<file path="src/filtered_trace_ring_buffer_assert.svh">
// Assertion macros for the filtered trace ring buffer.
// Needs clk_i and rst_ni in the scope that uses them.
`ifndef FILTERED_TRACE_RING_BUFFER_ASSERT_SVH
`define FILTERED_TRACE_RING_BUFFER_ASSERT_SVH

// Check a property at every rising clock edge outside reset.
`define FTRB_ASSERT(label, prop, msg) \
  label: assert property (@(posedge clk_i) disable iff (!rst_ni) (prop)) else $error(msg);

// Check that a condition implies a consequence on the next edge.
`define FTRB_ASSERT_NEXT(label, cond, cons, msg) \
  label: assert property (@(posedge clk_i) disable iff (!rst_ni) \
    (cond) |=> (cons)) else $error(msg);

`endif

</file>
<file path="src/ftrb_pkg.sv">
// Package for the filtered trace ring buffer: sizes, codes, beat and
// memory request types. No dependencies.
package ftrb_pkg;

  localparam int DEPTH = 64;
  localparam int AW    = $clog2(DEPTH);
  localparam int CW    = $clog2(DEPTH + 1);

  localparam int IDW = 22;
  localparam int STW = 32;
  localparam int NMW = 64;
  localparam int CNTW = 32;
  localparam int COPYW = 7;
  localparam int CFG_IDX_W = 2;
  localparam int CFG_DW = 32;

  localparam logic [CFG_IDX_W-1:0] REG_TRACE_ENABLE = 2'd0;
  localparam logic [CFG_IDX_W-1:0] REG_FILTER_ALL   = 2'd1;
  localparam logic [CFG_IDX_W-1:0] REG_FILTER_GROUP = 2'd2;

  typedef enum logic [1:0] {
    KIND_RECORD = 2'd0,
    KIND_READ   = 2'd1,
    KIND_CLEAR  = 2'd2
  } kind_e;

  typedef enum logic [1:0] {
    ST_OK        = 2'd0,
    ST_FILTERED  = 2'd1,
    ST_BAD_COUNT = 2'd2,
    ST_NOT_READY = 2'd3
  } status_e;

  typedef enum logic {
    S_IDLE,
    S_READ
  } fsm_e;

  typedef struct packed {
    logic [IDW-1:0] group_id;
    logic [IDW-1:0] thread_id;
    logic [STW-1:0] task_state;
    logic [NMW-1:0] name_high;
    logic [NMW-1:0] name_low;
  } entry_t;

  typedef struct packed {
    logic          we;
    logic [AW-1:0] waddr;
    entry_t        wdata;
    logic          re;
    logic [AW-1:0] raddr;
  } mem_req_t;

  typedef struct packed {
    logic            trace_enable;
    logic            filter_all;
    logic [IDW-1:0]  filter_group_id;
  } cfg_t;

  typedef struct packed {
    logic            strobe;
    logic            from_mem;
    status_e         status;
    logic [CW-1:0]   copied;
    logic [CNTW-1:0] next_count;
    logic            last;
  } res_ctl_t;

  // Advance a slot index around the ring.
  function automatic logic [AW-1:0] slot_inc(input logic [AW-1:0] s);
    logic [AW-1:0] r;
    if (s == AW'(DEPTH - 1)) r = '0;
    else r = s + AW'(1);
    return r;
  endfunction

endpackage

</file>
<file path="src/ftrb_ctrl.sv">
// Ring pointers, filter decision and readout sequencer of the filtered
// trace ring buffer. Depends on ftrb_pkg and the assertion header.
`include "filtered_trace_ring_buffer_assert.svh"

module ftrb_ctrl (
  input  logic                      clk_i,
  input  logic                      rst_ni,
  input  logic                      start,
  output logic                      busy,
  input  logic [1:0]                kind_i,
  input  logic [ftrb_pkg::IDW-1:0]  group_id_i,
  input  logic [ftrb_pkg::IDW-1:0]  thread_id_i,
  input  logic [ftrb_pkg::STW-1:0]  task_state_i,
  input  logic [ftrb_pkg::NMW-1:0]  name_high_i,
  input  logic [ftrb_pkg::NMW-1:0]  name_low_i,
  input  logic signed [ftrb_pkg::CNTW-1:0] after_count_i,
  input  ftrb_pkg::cfg_t            cfg_i,
  output ftrb_pkg::mem_req_t        req_o,
  output ftrb_pkg::res_ctl_t        res_o
);
  import ftrb_pkg::*;

  fsm_e            state_q, state_d;
  logic [AW-1:0]   oldest_q, oldest_d;
  logic [CW-1:0]   fill_q, fill_d;
  logic [CNTW-1:0] dropped_q, dropped_d;
  logic            plain_q, plain_d;
  status_e         plain_status_q, plain_status_d;
  logic [CNTW-1:0] plain_next_q, plain_next_d;
  logic [AW-1:0]   rd_ptr_q, rd_ptr_d;
  logic [CW-1:0]   idx_q, idx_d;
  logic [CW-1:0]   copy_q, copy_d;
  logic [CNTW-1:0] rd_next_q, rd_next_d;

  logic                 accept;
  logic                 full;
  logic                 hit;
  logic [CNTW-2:0]      cnt;
  logic [CNTW:0]        have;
  logic [CNTW:0]        need;
  logic signed [CNTW+1:0] diff;
  logic [CW-1:0]        copy_cnt;
  logic [AW:0]          slot_sum;
  logic [AW-1:0]        slot_app;
  logic                 last_beat;

  assign busy   = (state_q == S_READ);
  assign accept = start && !busy;
  assign full   = (fill_q == CW'(DEPTH));
  assign hit    = cfg_i.trace_enable &&
                  (cfg_i.filter_all || (group_id_i == cfg_i.filter_group_id));

  // Append slot: oldest plus fill, wrapped once.
  assign slot_sum = {1'b0, oldest_q} + (AW + 1)'(fill_q);
  assign slot_app = (slot_sum >= (AW + 1)'(DEPTH)) ?
                    AW'(slot_sum - (AW + 1)'(DEPTH)) : slot_sum[AW-1:0];

  // Readiness and copy count for a positive counter.
  assign cnt  = after_count_i[CNTW-2:0];
  assign have = {1'b0, dropped_q} + (CNTW + 1)'(fill_q);
  assign need = (CNTW + 1)'(cnt) + (CNTW + 1)'(DEPTH);
  assign diff = $signed((CNTW + 2)'(fill_q)) + $signed((CNTW + 2)'(cnt))
              - $signed({2'b00, dropped_q});

  always_comb begin
    if (cnt == '0) copy_cnt = fill_q;
    else if (diff > 0) copy_cnt = diff[CW-1:0];
    else copy_cnt = '0;
  end

  assign last_beat = (idx_q == copy_q);

  always_comb begin
    state_d        = state_q;
    oldest_d       = oldest_q;
    fill_d         = fill_q;
    dropped_d      = dropped_q;
    plain_d        = 1'b0;
    plain_status_d = ST_OK;
    plain_next_d   = '0;
    rd_ptr_d       = rd_ptr_q;
    idx_d          = idx_q;
    copy_d         = copy_q;
    rd_next_d      = rd_next_q;

    req_o.we                = 1'b0;
    req_o.waddr             = slot_app;
    req_o.wdata.group_id    = group_id_i;
    req_o.wdata.thread_id   = thread_id_i;
    req_o.wdata.task_state  = task_state_i;
    req_o.wdata.name_high   = name_high_i;
    req_o.wdata.name_low    = name_low_i;
    req_o.re                = 1'b0;
    req_o.raddr             = rd_ptr_q;

    unique case (state_q)
      S_IDLE: begin
        if (accept) begin
          plain_d = 1'b1;
          case (kind_i)
            KIND_RECORD: begin
              if (hit) begin
                req_o.we = 1'b1;
                if (full) begin
                  // Overwrite the oldest entry and drop it.
                  req_o.waddr = oldest_q;
                  oldest_d    = slot_inc(oldest_q);
                  dropped_d   = dropped_q + CNTW'(1);
                end else begin
                  fill_d = fill_q + CW'(1);
                end
              end else begin
                plain_status_d = ST_FILTERED;
              end
            end
            KIND_READ: begin
              if (after_count_i[CNTW-1]) begin
                plain_status_d = ST_BAD_COUNT;
              end else if ((cnt != '0) && (have < need)) begin
                plain_status_d = ST_NOT_READY;
              end else if (copy_cnt == '0) begin
                plain_next_d = dropped_q;
              end else begin
                plain_d     = 1'b0;
                state_d     = S_READ;
                req_o.re    = 1'b1;
                req_o.raddr = oldest_q;
                rd_ptr_d    = slot_inc(oldest_q);
                idx_d       = CW'(1);
                copy_d      = copy_cnt;
                rd_next_d   = dropped_q + CNTW'(copy_cnt);
              end
            end
            KIND_CLEAR: begin
              fill_d    = '0;
              dropped_d = '0;
            end
            default: plain_status_d = ST_OK;
          endcase
        end
      end
      S_READ: begin
        if (last_beat) begin
          state_d = S_IDLE;
        end else begin
          req_o.re = 1'b1;
          rd_ptr_d = slot_inc(rd_ptr_q);
          idx_d    = idx_q + CW'(1);
        end
      end
      default: state_d = S_IDLE;
    endcase
  end

  always_comb begin
    res_o.strobe     = 1'b0;
    res_o.from_mem   = 1'b0;
    res_o.status     = ST_OK;
    res_o.copied     = '0;
    res_o.next_count = '0;
    res_o.last       = 1'b0;
    if (state_q == S_READ) begin
      res_o.strobe     = 1'b1;
      res_o.from_mem   = 1'b1;
      res_o.copied     = copy_q;
      res_o.next_count = rd_next_q;
      res_o.last       = last_beat;
    end else if (plain_q) begin
      res_o.strobe     = 1'b1;
      res_o.status     = plain_status_q;
      res_o.next_count = plain_next_q;
      res_o.last       = 1'b1;
    end
  end

  always_ff @(posedge clk_i or negedge rst_ni) begin
    if (!rst_ni) begin
      state_q   <= S_IDLE;
      oldest_q  <= '0;
      fill_q    <= '0;
      dropped_q <= '0;
      plain_q   <= 1'b0;
    end else begin
      state_q   <= state_d;
      oldest_q  <= oldest_d;
      fill_q    <= fill_d;
      dropped_q <= dropped_d;
      plain_q   <= plain_d;
    end
  end

  always_ff @(posedge clk_i) begin
    plain_status_q <= plain_status_d;
    plain_next_q   <= plain_next_d;
    rd_ptr_q       <= rd_ptr_d;
    idx_q          <= idx_d;
    copy_q         <= copy_d;
    rd_next_q      <= rd_next_d;
  end

  `FTRB_ASSERT(a_fill_bound, fill_q <= CW'(DEPTH), "fill level above depth")
  `FTRB_ASSERT(a_no_write_in_read, !(req_o.we && busy), "write during readout")
  `FTRB_ASSERT(a_one_source, !(plain_q && busy), "two result sources at once")
  `FTRB_ASSERT_NEXT(a_burst_holds, busy && !last_beat, busy, "readout cut short")
  `FTRB_ASSERT_NEXT(a_burst_ends, busy && last_beat, !busy, "readout overruns")

endmodule

</file>
<file path="config.mk">
export PLATFORM = sky130hd
export DESIGN_NAME = ftrb_ctrl
export DESIGN_NICKNAME = d
export VERILOG_FILES = /design/src/ftrb_pkg.sv /design/src/ftrb_ctrl.sv
export VERILOG_INCLUDE_DIRS = /design/src /design/src/src
export SDC_FILE = /design/constraint.sdc
export NUM_CORES = 1
export LEC_CHECK = 0
export ABC_CLOCK_PERIOD_IN_PS = 12300
export BUFFER_PORTS_ARGS = -buffer_cell sky130_fd_sc_hd__buf_2
export CAP_MARGIN = 25
export CORE_AREA = 2 2 208 210
export CTS_CLUSTER_DIAMETER = 50
export DETAILED_ROUTE_END_ITERATION = 16
export DIE_AREA = 0 0 210 212
export GPL_TIMING_DRIVEN = 0
export PLACE_DENSITY = 0.6
export SLEW_MARGIN = 10
export SYNTH_ARGS = -nofsm -noshare
export SYNTH_HDL_FRONTEND = slang
export SYNTH_SLANG_ARGS = --single-unit
</file>
<file path="constraint.sdc">
create_clock -name clk_i -period 12.3 [get_ports clk_i]
set_clock_uncertainty 0.15 [all_clocks]
set_input_delay 3.075 -clock clk_i [delete_from_list [all_inputs] [get_ports clk_i]]
set_output_delay 3.075 -clock clk_i [all_outputs]
set_load 0.01 [all_outputs]
</file>
Word level (Yosys, flattened, before mapping)
Index checks and enable logic that the tools add are counted.
Widths: inputs -> output; s select.
{ "word_totals": {"ff_bits": 133, "in_bits": 265, "word_cells": 127, "out_inout_bits": 263} }
{ "classes": {"mux": 62, "n_eq_ne": 16, "reduce_logical": 17, "add_sub_neg": 12, "magnitude_cmp": 3, "n_bitwise": 6} }
{ "op_table": {"columns": ["op", "n"], "rows": [
  ["$mux 7", 20],
  ["$mux 33", 2],
  ["$mux 6", 11],
  ["$mux 32", 2],
  ["$pmux 32 s2", 1],
  ["$add 32x7->33", 1],
  ["$gt 33x1->1 const B", 1],
  ["$lt 33x32->1", 1],
  ["$sub 32x32->33", 1],
  ["$add 31x7->32 const B", 1],
  ["$add 32x1->32 const B", 1],
  ["$add 32x7->32", 1],
  ["$add 7x31->32", 1],
  ["$logic_not 31->1", 1],
  ["$reduce_bool 31->1", 1],
  ["$pmux 7 s2", 2],
  ["$eq 22x22->1", 1],
  ["$mux 1", 16],
  ["$ne 2x2->1 const B", 8],
  ["$reduce_and 5->1", 3],
  ["$add 7x1->7 const B", 2],
  ["$add 6x1->6 const B", 2],
  ["$eq 6x6->1 const B", 2],
  ["$pmux 6 s2", 1],
  ["other kinds (21)", 33]
]} }

Depth between registers and ports, before layout
{ "depth": {"depth_word": 12, "ltp_mapped": 25, "ltp_nobuf": 24} }

Worst setup path after synthesis
No wires, ideal clock.
{ "synth_path": {"path_kind": "input to output", "from": "input port after_count_i[1] (netlist name)", "to": "output port req_o[6] (netlist name)", "arrival_time_ns": 6.119, "t_required_ns": 9.075, "slack_ns": 2.956, "path_stages": 13, "path_buffers": 2, "cell_sequence": "inv_1 -> fa_1 -> fa_1 -> nor2b_1 -> o21ai_2 -> xnor2_1 -> or4_1 -> or4_4 -> o211ai_2 -> nand3_4 -> buf_6 -> a31o_2 -> buf_4"} }
{ "synth_rtl": {"columns": ["item", "line", "text"], "rows": [
  ["start, declared", "ftrb_ctrl.sv:16", "input logic signed [ftrb_pkg::CNTW-1:0] after_count_i,"],
  ["end, declared", "ftrb_ctrl.sv:18", "output ftrb_pkg::mem_req_t req_o,"]
]} }

==> impl_metrics.env <==
export IMPL_finalSetupTns_ns=0
export IMPL_fillCellCount=4384
export IMPL_critPathLaunch="after_count_i[10]"
export IMPL_critPathMaxStageDelay_ns=0.57
export IMPL_clock_root_buffer="clkbuf_16"
export IMPL_die_area_mm2=0.0445
export IMPL_ys_seq_area_frac=0.274
export IMPL_power_leakage_nw=6.98
export IMPL_critPathCaptureType="output port"
export IMPL_start_util=0.293
export IMPL_post_dp_cell_area_mm2=0.0149
export IMPL_synth_ff_type="edfxtp_1"
export IMPL_ys_ff_latch=133
export IMPL_crit_fanout=10
export IMPL_synth_distinct_cells=64
export IMPL_p_total_mw=1.46
export IMPL_slew_viol_final=0
export IMPL_cp_data_required_time_ns=9.07
export IMPL_antenna_left=0
export IMPL_num_rows=76
export IMPL_reg2reg_from="dropped_q[15]"
export IMPL_io_buffers=345
export IMPL_drt_total_wl_mm=46.9
export IMPL_syn_cell_area_mm2=0.0125
export IMPL_via_per_inst=4.88
export IMPL_detail_route_wl_per_cell_um=20.0
export IMPL_hpwlAfterDp_mm=40.8
export IMPL_grt_pass1_vias=11100
export IMPL_synth_cells=1409
export IMPL_slew_limit_headroom=0.314
export IMPL_cts_sinks=133
export IMPL_ioPinCount=528
export IMPL_start_kind="input pin"
export IMPL_clk_path_buf_depth=2
export IMPL_fin_crit_ns=10.72
export IMPL_core_mm2=0.0425
export IMPL_cp_slowest_cell="nor3_1"
export IMPL_path_class="in -> out"
export IMPL_synthArstFlopShare=0.353
export IMPL_min_path_type="reg -> reg"
export IMPL_crit_chain="buf_2 > nand3_1 > nor3_1 > nand2_1 > nor2_1 > nand2_1 > xor2_1 > ha_1 > nand4_1 > nor3_1 > o211ai_1 > o31a_1 > o221ai_2 > clkbuf_1 > a31o_2 > buf_4 > buf_2"
export IMPL_grt_max_degree=37
export IMPL_place_congestion=0.920
export IMPL_post_cts_buffers=0
export IMPL_drive_gt1_frac=0.363
export IMPL_synth_fp_nets=1800
export IMPL_ir_drop_mv=0.100
export IMPL_hold_start="dropped_q[20]"
export IMPL_grt_overflow=0
export IMPL_setup_viol=0
export IMPL_drt_pass1_iter_count=5
export IMPL_hold_viol_final=0
export IMPL_status="completed"
export IMPL_final_nets=2166
export IMPL_tightest_slew_ns=1.02
export IMPL_fp_dieW_um=210
export IMPL_cp_arrival_ns=7.49
export IMPL_finalInstanceArea_mm2=0.0155
export IMPL_area_delta_synth_final_pct=24.4
export IMPL_drc=0
export IMPL_antenna_found_initial=19
export IMPL_fmax_mhz=93.3
export IMPL_drv_cap=0
export IMPL_grt_setup_unrepaired="false"
export IMPL_grt_pass1_wl_mm=68.6
export IMPL_cts_buffers=17
export IMPL_die_h_um=212
export IMPL_post_cts_resized=0
export IMPL_htreeDepth=4
export IMPL_powerDensity_mw_per_mm2=94.4
export IMPL_fin_crit_sh=0.871
export IMPL_cts_clk_slew_worst_paths_ns=0.06
export IMPL_yosysWarnings=0
export IMPL_cts_tree="done"
export IMPL_synth_edf_count=52
export IMPL_drt_iter0_markers=635
export IMPL_vias=11400
export IMPL_avgSynthCellArea_um2=8.84
export IMPL_grt_usage=0.205
export IMPL_clk_latency_ns=0.44
export IMPL_postCtsHoldBufs=0
==> synth_stat cells, types with 7 or more instances <==
cell	number	area, um^2
clkbuf_1	53	199
xnor2_1	112	981
ha_1	116	1450
nand3_1	47	235
o31ai_1	7	52.6
xor2_1	32	280
a21oi_1	55	275
nand4_1	29	181
o21ai_0	42	210
or4_1	12	90.1
nor2_1	63	236
inv_1	78	293
nor3_1	25	125
nor4_1	18	113
nand2_1	125	469
dfxtp_1	34	681
dfrtp_1	47	1180
nor2b_1	11	68.8
fa_1	10	200
a22o_1	38	333
and2_1	26	163
or3_1	14	87.6
a31o_2	10	87.6
nor4_2	32	400
a41o_1	8	80.1
a21o_1	9	67.6
buf_4	206	1550
o211ai_1	9	67.6
edfxtp_1	52	1560
and3_1	13	81.3
==> layout by cell type (no fill, tap or decap), drive strengths merged, types with 14 or more instances in the layout <==
cell and n:
dfrtp 47, nand3 48, dfxtp 34, o21ai 43
nor2 63, ha 116, clkbuf 70, a22o 38
nand2 125, nor4 51, or3 14, nand4 30
xnor2 112, edfxtp 52, and2 26, nor3 25
xor2 32, buf 557, a21oi 55, inv 85
==> cell families after synthesis <==
group / Yosys count / synth area share
muxes: 8 / 0.00683
buffers and inverters: 341 / 0.167
xor gates and xnor gates: 144 / 0.101
DFF: 133 / 0.274
adders and majority gates: 126 / 0.133
AOI/OAI and AO/OA: 221 / 0.122
and+or+nand+nor: 436 / 0.195
==> per-layer routing <==
layer  vias to the layer above  wire, um  track usage
met5                         -       139            0
met4                        24      1160       0.0633
met3                        82      3360       0.0479
met2                       450     22400        0.343
met1                      5366     19800        0.261
li1                       5507         -            -
==> path summary, 6_finish.rpt <==
kind	to	slack, ns	cells after the start
max in group asynchronous	oldest_q[4]	8.98	2
max reg2reg	rd_next_q[23]	5.46	21
min reg2reg	plain_next_q[20]	0.44	2
max	req_o[6]	1.58	17
min in group asynchronous	dropped_q[19]	2.46	1
min	plain_next_q[20]	0.44	2
==> registers in the layout, indices dropped and copies added, names as in the netlist, 2 cells and up <==
name            cells
plain_next_q       32
idx_q               7
rd_next_q          32
plain_status_q      2
dropped_q          32
fill_q              7
oldest_q            6
copy_q              7
rd_ptr_q            6
==> worst max-delay path, delay by kind of cell <==
kind                     cells  cell delay [ns]
AO/OA/AOI/OAI                4             1.21
XOR/XNOR                     1             0.16
adder cells (fa/ha/maj)      1             0.32
buffers and inverters        4             0.88
AND/OR/NAND/NOR              7             1.82
==> area by class of cell <==
type                            instances  area [um^2]  share of cell area
Multi-Input combinational cell        935         6960               0.449
Inverter                               78          293              0.0189
Tap cell                              546          683              0.0441
Sequential cell                       133         3420               0.221
Clock buffer                           17          425              0.0275
Timing Repair Buffer                  347         1770               0.114
Buffer                                263         1790               0.116
Antenna cell                            6         15.0            0.000969
Clock inverter                         15          145             0.00937
==> through the flow <==
stage               setup WS (ns)  cells  hold slack [ns]   util
finish                       1.58   2340            0.444  0.365
global route                 1.18   2337            0.475  0.364
CTS                          1.54   2334            0.438  0.364
detailed placement           1.55   2302            0.423  0.351
global placement             1.58   2300            0.416  0.350
floorplan                    2.96   1409            0.377      -
==> where the power goes <==
| group | switching [mW] | leakage (nW) | internal (mW) | total (mW) |
|---|---|---|---|---|
| registers | 0.0222 | 1.38 | 0.477 | 0.499 |
| logic | 0.256 | 5.31 | 0.210 | 0.467 |
| clock network | 0.214 | 0.285 | 0.283 | 0.497 |
| total | 0.492 | 6.98 | 0.970 | 1.46 |
(Power assumes the default switching activity.)
