===== src/filtered_trace_ring_buffer_assert.svh =====
// Assertion macros for the filtered trace ring buffer.
// Needs clk_i and rst_ni in the scope that uses them.
`ifndef FILTERED_TRACE_RING_BUFFER_ASSERT_SVH
`define FILTERED_TRACE_RING_BUFFER_ASSERT_SVH

// Check a property at every rising clock edge outside reset.
`define FTRB_ASSERT(label, prop, msg) \
  label: assert property (@(posedge clk_i) disable iff (!rst_ni) (prop)) else $error(msg);

// Check that a condition implies a consequence on the next edge.
`define FTRB_ASSERT_NEXT(label, cond, cons, msg) \
  label: assert property (@(posedge clk_i) disable iff (!rst_ni) \
    (cond) |=> (cons)) else $error(msg);

`endif


===== src/ftrb_pkg.sv =====
// Package for the filtered trace ring buffer: sizes, codes, beat and
// memory request types. No dependencies.
package ftrb_pkg;

  localparam int DEPTH = 64;
  localparam int AW    = $clog2(DEPTH);
  localparam int CW    = $clog2(DEPTH + 1);

  localparam int IDW = 22;
  localparam int STW = 32;
  localparam int NMW = 64;
  localparam int CNTW = 32;
  localparam int COPYW = 7;
  localparam int CFG_IDX_W = 2;
  localparam int CFG_DW = 32;

  localparam logic [CFG_IDX_W-1:0] REG_TRACE_ENABLE = 2'd0;
  localparam logic [CFG_IDX_W-1:0] REG_FILTER_ALL   = 2'd1;
  localparam logic [CFG_IDX_W-1:0] REG_FILTER_GROUP = 2'd2;

  typedef enum logic [1:0] {
    KIND_RECORD = 2'd0,
    KIND_READ   = 2'd1,
    KIND_CLEAR  = 2'd2
  } kind_e;

  typedef enum logic [1:0] {
    ST_OK        = 2'd0,
    ST_FILTERED  = 2'd1,
    ST_BAD_COUNT = 2'd2,
    ST_NOT_READY = 2'd3
  } status_e;

  typedef enum logic {
    S_IDLE,
    S_READ
  } fsm_e;

  typedef struct packed {
    logic [IDW-1:0] group_id;
    logic [IDW-1:0] thread_id;
    logic [STW-1:0] task_state;
    logic [NMW-1:0] name_high;
    logic [NMW-1:0] name_low;
  } entry_t;

  typedef struct packed {
    logic          we;
    logic [AW-1:0] waddr;
    entry_t        wdata;
    logic          re;
    logic [AW-1:0] raddr;
  } mem_req_t;

  typedef struct packed {
    logic            trace_enable;
    logic            filter_all;
    logic [IDW-1:0]  filter_group_id;
  } cfg_t;

  typedef struct packed {
    logic            strobe;
    logic            from_mem;
    status_e         status;
    logic [CW-1:0]   copied;
    logic [CNTW-1:0] next_count;
    logic            last;
  } res_ctl_t;

  // Advance a slot index around the ring.
  function automatic logic [AW-1:0] slot_inc(input logic [AW-1:0] s);
    logic [AW-1:0] r;
    if (s == AW'(DEPTH - 1)) r = '0;
    else r = s + AW'(1);
    return r;
  endfunction

endpackage


===== src/ftrb_cfg.sv =====
// Configuration registers of the filtered trace ring buffer.
// Depends on ftrb_pkg.
module ftrb_cfg (
  input  logic                           clk_i,
  input  logic                           rst_ni,
  input  logic                           cfg_valid_i,
  output logic                           cfg_ready_o,
  input  logic [ftrb_pkg::CFG_IDX_W-1:0] cfg_index_i,
  input  logic [ftrb_pkg::CFG_DW-1:0]    cfg_wdata_i,
  output ftrb_pkg::cfg_t                 cfg_o
);
  import ftrb_pkg::*;

  cfg_t cfg_q, cfg_d;

  assign cfg_ready_o = 1'b1;
  assign cfg_o       = cfg_q;

  always_comb begin
    cfg_d = cfg_q;
    if (cfg_valid_i) begin
      unique case (cfg_index_i)
        REG_TRACE_ENABLE: cfg_d.trace_enable = cfg_wdata_i[0];
        REG_FILTER_ALL:   cfg_d.filter_all = cfg_wdata_i[0];
        REG_FILTER_GROUP: cfg_d.filter_group_id = cfg_wdata_i[IDW-1:0];
        default:          cfg_d = cfg_q;
      endcase
    end
  end

  always_ff @(posedge clk_i or negedge rst_ni) begin
    if (!rst_ni) begin
      cfg_q.trace_enable    <= 1'b0;
      cfg_q.filter_all      <= 1'b1;
      cfg_q.filter_group_id <= '0;
    end else begin
      cfg_q <= cfg_d;
    end
  end

endmodule


===== config.mk =====
export PLATFORM = sky130hd
export DESIGN_NAME = ftrb_cfg
export DESIGN_NICKNAME = d
export VERILOG_FILES = /design/src/filtered_trace_ring_buffer_assert.svh /design/src/ftrb_pkg.sv /design/src/ftrb_cfg.sv
export SDC_FILE = /design/constraint.sdc
export NUM_CORES = 1
export LEC_CHECK = 0
export ABC_AREA = 1
export BUFFER_PORTS_ARGS = -buffer_cell sky130_fd_sc_hd__buf_2
export CORE_MARGIN = 4
export CORE_UTILIZATION = 25
export DETAILED_ROUTE_END_ITERATION = 10
export PLACE_DENSITY_LB_ADDON = 0.1
export SKIP_CTS_REPAIR_TIMING = 1
export SLEW_MARGIN = 10
export SYNTH_ARGS = -nofsm -noshare
export SYNTH_HDL_FRONTEND = slang
export SYNTH_SLANG_ARGS = --single-unit

===== constraint.sdc =====
create_clock -name clk_i -period 1 [get_ports clk_i]
set_input_delay 0.1 -clock clk_i [delete_from_list [all_inputs] [get_ports clk_i]]
set_output_delay 0.1 -clock clk_i [all_outputs]
set_load 0.02 [all_outputs]

# Yosys cells after proc, flatten, opt, wreduce, memory -nomap -nowiden
# Cells that the tools add are included.
word_totals:
  ff_bits: 24
  out_inout_bits: 25
  word_cells: 9
op_classes:
  eq_ne: 2
  reduce_logical: 4
op_table:
  columns: ["operator", "count"]
  rows:
  - ["$reduce_and 2->1", 3]
  - ["$eq 2x1->1 const B", 1]
  - ["$eq 2x2->1 const B", 1]
  - ["$logic_not 2->1", 1]

# Logic depth before layout (Yosys ltp)
# Gate-level depths: netlist (run 1).
depth:
  ltp_word: 2
  ltp_mapped: 5

# Least setup slack after synthesis (run 1)
# OpenSTA, ideal clock, no wires.
synth_timing:
  path_type: "register to register"
  from: "register, netlist name cfg_o[22]"
  to: "register cfg_q (netlist bit cfg_o[22])"
  t_arrival_ps: 674
  required_time_ps: 939
  path_slack_ps: 266
  stages_incl_launch_ff: 3
  path_buffers: 0
  path_cell_list: "dfstp_2 -> nand2_1 -> nand2_1"
synth_lines:
  columns: ["item", "line_no", "rtl"]
  rows:
  - ["end signal: assignment", "ftrb_cfg.sv:37", "cfg_q <= cfg_d;"]
  - ["end: declaration", "ftrb_cfg.sv:14", "cfg_t cfg_q, cfg_d;"]

# Worst setup path in the final report (run 1)
layout_timing:
  from: "register cfg_q (netlist bit cfg_o[22])"
  to: "output port cfg_o[22] in the netlist's numbering"
layout_lines:
  columns: ["item", "line_no", "rtl"]
  rows:
  - ["end: declaration", "ftrb_cfg.sv:10", "output ftrb_pkg::cfg_t cfg_o"]
# No word-level cell between the ends.

==> results.py, run 1 <==
metrics = {
    "setup_path": {
        "critPathMaxStageDelay_ps": 540,
        "critPathMaxFanout": 2,
        "arrival_ps": 910,
        "crit_chain": "buf_6",
        "critPathKind": "register to primary output",
        "crit_required_ps": 900,
        "cp_slowest_cell": "dfstp_2",
        "cp-start-kind": "register",
        "cp-end-kind": "primary output",
        "cpLargestDelayFamily": "flip-flops",
        "worstPathBufferInverterCount": 1,
    },
    "final_layout": {
        "diodes": 0,
        "largest_reg_flops": 24,
        "instances_no_fill": 214,
        "nets": 202,
        "areaGrowthSynthToFinish_pct": 33.6,
        "final_area_um2": 1420,
        "drive_gt1_share_pct": 37.8,
    },
    "timing": {
        "min_period_ps": 1010,
        "holdWs_ps": 82.4,
        "hold_viol_final": 0,
        "clock_skew_ps": 0,
        "slew_viol_final": 0,
        "layout_setup_ws_ps": -12.2,
        "rsz0062_at_grt": "yes",
        "timing.fmax_ghz": 0.988,
        "min_period_over_period_pct": 101,
        "setup_violations": 1,
    },
    "route": {
        "via_per_inst": 4.60,
        "routed_wl_um": 2850,
        "wl_per_cell_um": 13.3,
        "final_antenna_net_count": 0,
        "vias": 984,
        "dr.pass1.iters": 4,
        "drt_iter0_markers": 4,
        "drc": 0,
    },
    "global_routing": {
        "grt_pass1_vias": 999,
        "grt-ovfl-total": 0,
        "track_usage_pct": 11.2,
        "grt_max_degree": 23,
        "antenna_found_initial": 0,
        "grt_pass1_wl_um": 4600,
    },
    "logic_synthesis": {
        "synth_area_um2": 1060,
        "synth_seq_cells": 24,
        "yosys.area.top_type_share_pct": 54.3,
        "synth_top_family_by_area": "simple AND/OR/NAND/NOR gates",
        "synth_cells": 114,
        "yosysUniqueCellTypes": 14,
        "avgSynthCellArea_um2": 9.30,
        "synthSimpleGateAreaFrac_pct": 33.9,
        "yosysWarnings": 0,
        "synth_xor_area_share_pct": 0,
        "synth_fa_ha_area_share_pct": 0,
        "synth_compound_area_share_pct": 0,
        "synth.area.mux_share_pct": 0,
        "ys_top_cells_by_area": "dfrtp_1 54%, nand2_1 17%, nand4_1 14%",
        "synth_nets": 151,
        "seq_area_frac_synth_pct": 56.8,
        "synth_largest_area_cell": "dfrtp_1",
    },
    "clocking": {
        "clkTransAtPathRegs_ps": 90,
        "cts_tree": "yes",
        "clockRootBuffer": "clkbuf_8",
        "h-tree-depth": 1,
        "clk_latency_ps": 260,
        "ctsLongestPathBuffers": 2,
        "cts-buffers-inserted": 3,
        "cts_num_sinks": 24,
    },
    "status": {
        "status": "finished, violations left",
        "violations": "setup timing",
    },
    "power_and_ir_drop": {
        "power.total_mw": 2.47,
        "p_leak_nw": 0.794,
        "p_per_area_nw_per_um2": 1750,
        "peakVddDrop_mv": 0.526,
    },
    "die": {
        "coreArea_um2": 4060,
        "die_w_um": 73.1,
        "pin_count": 62,
        "rows": 23,
        "die-area_um2": 5350,
        "start_util_pct": 26.1,
        "die_h_um": 73.1,
    },
    "run": {
        "drv_cap": 0,
    },
    "place": {
        "dpl-instance-area_um2": 1360,
        "placedCellCount": 209,
        "place.port_buffers": 50,
        "gp_congestion": 0.741,
        "place_ws_ps": 83.1,
        "hpwl_um": 2110,
    },
    "min_path": {
        "hp-class": "input pin to register",
    },
}
-- cell families (layout without fill, tap and decap cells) --
kind of cell           after synthesis  count (layout)
buffers and inverters               13              63
flip-flops                          24              24
other                                1               1
AND/OR/NAND/NOR                     76              76
-- report_power, final --
part / switching [mW] / internal [mW] / total (mW)
combinational: 0.437 / 0.245 / 0.682
sequential: 0.0790 / 1.13 / 1.21
clock: 0.300 / 0.284 / 0.584
total: 0.817 / 1.66 / 2.47
-- through the flow --
step | setup TNS [ps] | utilization (%)
detailed placement | 0 | 33.4
global route | -43.2 | 34.9
floorplan | 0 | -
finish | -12.2 | 34.9
global placement | 0 | 33.4
CTS | -53.6 | 34.5
-- cell type report --
| class | instances | area, µm² |
|---|---|---|
| Clock buffer | 4 | 45.0 |
| Fill cell | 436 | 2640 |
| Inverter | 2 | 7.51 |
| Multi-Input combinational cell | 77 | 363 |
| Sequential cell | 24 | 602 |
| Tap cell | 50 | 62.6 |
| Timing Repair Buffer | 57 | 337 |
-- final timing paths --
path / start / end / slack, ps / cells past startpoint
max in group asynchronous: rst_ni / cfg_o[19] / 380 / 3
min in group asynchronous: rst_ni / cfg_o[11] / 250 / 2
max reg2reg: cfg_o[22] / cfg_o[22] / 300 / 2
min: cfg_wdata_i[4] / cfg_o[4] / 80 / 3
min reg2reg: cfg_o[23] / cfg_o[23] / 470 / 2
max: cfg_o[22] / cfg_o[22] / -10 / 1
-- layer usage --
| layer | up-vias | part of all wire [%] | wire, µm | GRT usage (%) |
|---|---|---|---|---|
| met3 | 2 | 9.8 | 279 | 3.86 |
| met4 | 0 | 0.84 | 24 | 3.89 |
| met5 | - | 0 | 0 | 0 |
| li1 | 482 | - | - | - |
| met1 | 466 | 44 | 1260 | 13.8 |
| met2 | 34 | 45 | 1290 | 18.3 |
-- cells in the mapped netlist, drive strengths merged --
library cell	number
buf	9
clkbuf	2
conb	1
dfrtp	23
dfstp	1
inv	2
nand2	49
nand3	3
nand4	23
nor2	1
-- cell usage in the layout (no fill, tap or decap), types with 2 or more instances in the layout --
cell      count
clkbuf_8      3
buf_4         4
nand2_1      49
nand4_1      23
dfrtp_1      23
buf_12        2
nand3_1       2
buf_2        49
Note: power is estimated with default switching activity, not from simulation.
==> run 2: changes to the inputs <==
--- a/config.mk
+++ b/config.mk
@@ -10,6 +10,7 @@
 export CORE_MARGIN = 4
 export CORE_UTILIZATION = 25
 export DETAILED_ROUTE_END_ITERATION = 10
+export HOLD_SLACK_MARGIN = 0.03
 export PLACE_DENSITY_LB_ADDON = 0.1
 export SKIP_CTS_REPAIR_TIMING = 1
 export SLEW_MARGIN = 10
==> constraint.sdc (replaced) <==
create_clock -name clk_i -period 0.8 [get_ports clk_i]
set_input_delay 0.08 -clock clk_i [delete_from_list [all_inputs] [get_ports clk_i]]
set_output_delay 0.08 -clock clk_i [all_outputs]
set_load 0.02 [all_outputs]
==> run 2 against run 1 <==
The flow still finishes with violations (setup timing). Clock skew did not move. First-iteration DRC count rose to 5.8 times the previous value. Register-to-register slack lost 250 ps. Count of clock-buffer cells in the layout decreased by 1. Critical path type unchanged. Largest power group unchanged. Via count up 0.61%. Largest cell class unchanged. Global-route usage is 0.32 points lower. Power is 54% higher. Cell area rose by 17%. Sequential share of layout area fell by 6.2 points.
==> results.py, run 2 (synthesized netlist as in run 1, its figures left out) <==
metrics = {
    "clocking": {
        "ctsLongestPathBuffers": 2,
        "clk_latency_ps": 260,
        "h-tree-depth": 1,
        "cts-buffers-inserted": 3,
        "cts_tree": "yes",
        "cts_num_sinks": 24,
        "clockRootBuffer": "clkbuf_8",
        "clkTransAtPathRegs_ps": 90,
    },
    "final_layout": {
        "utilization_pct": 40.9,
        "final_common_cell": "nand2_1",
        "nets": 210,
        "final_area_um2": 1660,
        "areaGrowthSynthToFinish_pct": 56.6,
        "instances_no_fill": 222,
        "drive_gt1_share_pct": 41.3,
        "mostFrequentLayoutCells": "49 x nand2_1, 26 x buf_2, 24 x buf_6, 23 x nand4_1, 23 x dfrtp_1",
        "largest_reg_flops": 24,
        "diodes": 0,
    },
    "power_and_ir_drop": {
        "peakVddDrop_mv": 0.703,
        "power.total_mw": 3.80,
        "p_leak_nw": 0.888,
        "p_per_area_nw_per_um2": 2290,
    },
    "timing": {
        "holdWs_ps": 55.1,
        "min_period_over_period_pct": 125,
        "min_period_ps": 1000,
        "clock_skew_ps": 0,
        "slew_viol_final": 0,
        "layout_setup_ws_ps": -203,
        "hold_viol_final": 0,
        "tns_ps": -2110,
        "timing.fmax_ghz": 0.997,
        "rsz0062_at_grt": "yes",
        "setup_violations": 24,
    },
    "status": {
        "violations": "setup timing",
        "status": "finished, violations left",
    },
    "setup_path": {
        "cp_slowest_cell": "dfstp_2",
        "worstPathBufferInverterCount": 1,
        "critPathMaxFanout": 2,
        "crit_required_ps": 720,
        "arrival_ps": 920,
        "r2r_end": "cfg_o[5]",
        "r2r-start": "cfg_o[5]",
        "cpLargestDelayFamily": "flip-flops",
        "critPathKind": "register to primary output",
        "cp-start-kind": "register",
        "critPathMaxStageDelay_ps": 550,
        "cp-end-kind": "primary output",
        "worst-path-stages": 1,
        "critPathCapture": "cfg_o[22]",
        "crit_chain": "buf_6",
        "r2r_slack_ps": 50,
        "rr_worst_depth": 3,
        "worstSetupStartpoint": "cfg_o[22]",
    },
    "global_routing": {
        "grt_max_degree": 23,
        "track_usage_pct": 10.9,
        "antenna_found_initial": 0,
        "grt_pass1_wl_um": 4450,
        "grt-ovfl-total": 0,
        "grt_pass1_vias": 979,
    },
    "run": {
        "drv_cap": 0,
    },
    "route": {
        "dr.pass1.iters": 4,
        "via_per_inst": 4.46,
        "vias": 990,
        "drt_iter0_markers": 23,
        "wl_per_cell_um": 13.4,
        "drc": 0,
        "routed_wl_um": 2970,
        "final_antenna_net_count": 0,
    },
    "die": {
        "pin_count": 62,
        "coreArea_um2": 4060,
        "start_util_pct": 26.1,
        "rows": 23,
        "die_h_um": 73.1,
        "die-area_um2": 5350,
        "die_w_um": 73.1,
    },
    "min_path": {
        "holdPathStages": 3,
        "hp-class": "input pin to register",
    },
    "place": {
        "placedCellCount": 209,
        "hpwl_um": 2090,
        "place.port_buffers": 50,
        "gp_congestion": 0.724,
        "place_ws_ps": -65.9,
        "dpl-instance-area_um2": 1370,
    },
}
[run 2: cell type report]
| type | instances | area [µm²] |
|---|---|---|
| multi-input cells | 77 | 363 |
| well taps | 50 | 62.6 |
| inverters | 2 | 7.51 |
| fillers | 406 | 2400 |
| clock buffers | 3 | 41.3 |
| repair buffers | 65 | 553 |
| clock inverters | 1 | 30.0 |
| flip-flops and latches | 24 | 602 |
[run 2: worst min-delay path by stage]
stage                               from         to
after detailed placement          rst_ni  cfg_o[11]
final                     cfg_wdata_i[4]   cfg_o[4]
after global routing      cfg_wdata_i[4]   cfg_o[4]
after floorplan                   rst_ni   cfg_o[0]
after global placement            rst_ni  cfg_o[11]
after CTS                         rst_ni  cfg_o[11]
[run 2: power by group]
| group | total (mW) | internal [mW] | switching (mW) | leakage, nW |
|---|---|---|---|---|
| Combinational | 1.17 | 0.602 | 0.571 | 0.555 |
| Sequential | 1.55 | 1.41 | 0.141 | 0.298 |
| Clock | 1.07 | 0.669 | 0.403 | 0.0357 |
[run 2: worst register-to-register path, cell delays in order (launching register included)]
cell     delay (ps)
dfrtp_1         410
buf_4           140
nand2_1          50
nand2_1          50
[run 2: per-layer routing]
| layer | vias up | part of all wire [%] | GRT usage [%] |
|---|---|---|---|
| met1 | 459 | 41 | 12.9 |
| met4 | 0 | 0.57 | 4.30 |
| met2 | 34 | 48 | 18.3 |
| li1 | 495 | - | - |
| met5 | - | 0 | 0 |
| met3 | 2 | 9.6 | 3.58 |
==> run 3: changes to the inputs <==
==> constraint.sdc (replaced) <==
create_clock -name clk_i -period 0.8 [get_ports clk_i]
set_input_delay 0.08 -clock clk_i [delete_from_list [all_inputs] [get_ports clk_i]]
set_output_delay 0.08 -clock clk_i [all_outputs]
set_load 0.005 [all_outputs]
==> run 3 against run 2 <==
The flow still finishes with violations (setup timing). Global-route usage unchanged. Register-to-register slack improved by 30 ps. Clock power about the same. Critical path depth unchanged. Routed wire length down 2.5%. Cell area fell by 8.7%. Combinational power decreased by 38%. Core utilization is 3.5 points lower. Largest cell class unchanged. Highest routed layer unchanged.
==> results.py, run 3 (synthesized netlist as in run 1, its figures left out) <==
metrics = {
    "clocking": {
        "cts-buffers-inserted": 3,
        "clockRootBuffer": "clkbuf_8",
        "cts_tree": "yes",
        "cts_num_sinks": 24,
        "clk_latency_ps": 260,
        "clkTransAtPathRegs_ps": 90,
        "ctsLongestPathBuffers": 2,
        "h-tree-depth": 1,
    },
    "place": {
        "place_ws_ps": -65.9,
        "place.port_buffers": 50,
        "hpwl_um": 2090,
        "gp_congestion": 0.724,
        "dpl-instance-area_um2": 1370,
    },
    "route": {
        "vias": 977,
        "final_antenna_net_count": 0,
        "drc": 0,
        "dr.pass1.iters": 4,
        "via_per_inst": 4.40,
        "drt_iter0_markers": 30,
        "wl_per_cell_um": 13.1,
        "routed_wl_um": 2900,
    },
    "setup_path": {
        "cpLargestDelayFamily": "flip-flops",
        "arrival_ps": 900,
        "crit_required_ps": 720,
        "crit_chain": "buf_6",
        "cp-end-kind": "primary output",
        "critPathKind": "register to primary output",
        "critPathMaxStageDelay_ps": 550,
        "worstPathBufferInverterCount": 1,
        "cp-start-kind": "register",
        "r2r_slack_ps": 80,
        "critPathMaxFanout": 2,
        "cp_slowest_cell": "dfstp_2",
    },
    "global_routing": {
        "grt_pass1_wl_um": 4450,
        "antenna_found_initial": 0,
        "track_usage_pct": 10.9,
        "grt_pass1_vias": 979,
        "grt_max_degree": 23,
        "grt-ovfl-total": 0,
    },
    "timing": {
        "rsz0062_at_grt": "yes",
        "min_period_over_period_pct": 122,
        "min_period_ps": 976,
        "setup_violations": 24,
        "tns_ps": -1460,
        "slew_viol_final": 0,
        "layout_setup_ws_ps": -176,
        "timing.fmax_ghz": 1.02,
        "hold_viol_final": 0,
        "clock_skew_ps": 0,
    },
    "status": {
        "violations": "setup timing",
        "status": "finished, violations left",
    },
    "power_and_ir_drop": {
        "p_comb_share_pct": 21.9,
        "peakVddDrop_mv": 0.613,
        "switchingPower_mw": 0.824,
        "p_seq_share_pct": 45.8,
        "clockPowerShare_pct": 32.2,
        "p_int_mw": 2.46,
        "p_leak_nw": 0.852,
        "p_per_area_nw_per_um2": 2170,
        "switching_share_pct": 25.1,
        "power.total_mw": 3.28,
    },
    "final_layout": {
        "nets": 210,
        "areaGrowthSynthToFinish_pct": 43.0,
        "diodes": 0,
        "largest_reg_flops": 24,
        "nFillCells": 426,
        "drive_gt1_share_pct": 41.3,
        "mostFrequentLayoutCells": "49 x nand2_1, 49 x buf_2, 23 x nand4_1, 23 x dfrtp_1, 11 x buf_4",
        "final_area_um2": 1520,
    },
    "die": {
        "rows": 23,
        "die_w_um": 73.1,
        "pin_count": 62,
        "die-area_um2": 5350,
        "die_h_um": 73.1,
        "start_util_pct": 26.1,
        "coreArea_um2": 4060,
    },
    "run": {
        "drv_cap": 0,
    },
    "min_path": {
        "hp-class": "input pin to register",
    },
}
==> run 3: cell counts in the layout (fill, tap and decap cells not counted) <==
No cell type changed its count.
==> run 3: cell type report <==
cell class / instances / area (µm²) / share of cell area (%)
multi-input cells: 77 / 363 / 23.9
well taps: 50 / 62.6 / 4.13
inverters: 2 / 7.51 / 0.495
clock inverters: 1 / 30.0 / 1.98
clock buffers: 3 / 41.3 / 2.73
repair buffers: 65 / 409 / 27.0
flip-flops and latches: 24 / 602 / 39.7
==> run 3: through the flow <==
stage	cells	hold WS, ps	util, %
2_1_floorplan	114	-216	-
5_1_grt	222	57.2	37.3
4_1_cts	213	-315	35.5
6_report	222	57.4	37.3
3_5_place_dp	209	-10.9	33.7
3_3_place_gp	209	-11.1	33.7
==> run 3: layer usage <==
metal | GRT usage (%) | share of wire, %
met1 | 12.9 | 43
met4 | 4.30 | 0.59
met5 | 0 | 0
met3 | 3.58 | 10
met2 | 18.3 | 47
==> run 3: final timing paths <==
path | startpoint | endpoint | cells past startpoint
min | cfg_wdata_i[4] | cfg_o[4] | 3
min reg2reg | cfg_o[22] | cfg_o[22] | 2
max in group asynchronous | rst_ni | cfg_o[18] | 3
max | cfg_o[22] | cfg_o[22] | 1
max reg2reg | cfg_o[9] | cfg_o[9] | 3
min in group asynchronous | rst_ni | cfg_o[11] | 2
==> run 3: power by group through the flow <==
stage / registers (mW) / clock network, mW / logic [mW]
3_3_place_gp: 1.52 / 0 / 0.619
2_1_floorplan: 1.55 / 0 / 0.250
4_1_cts: 1.50 / 1.12 / 0.633
3_5_place_dp: 1.53 / 0 / 0.634
5_1_grt: 1.53 / 1.15 / 0.814
6_report: 1.51 / 1.06 / 0.720
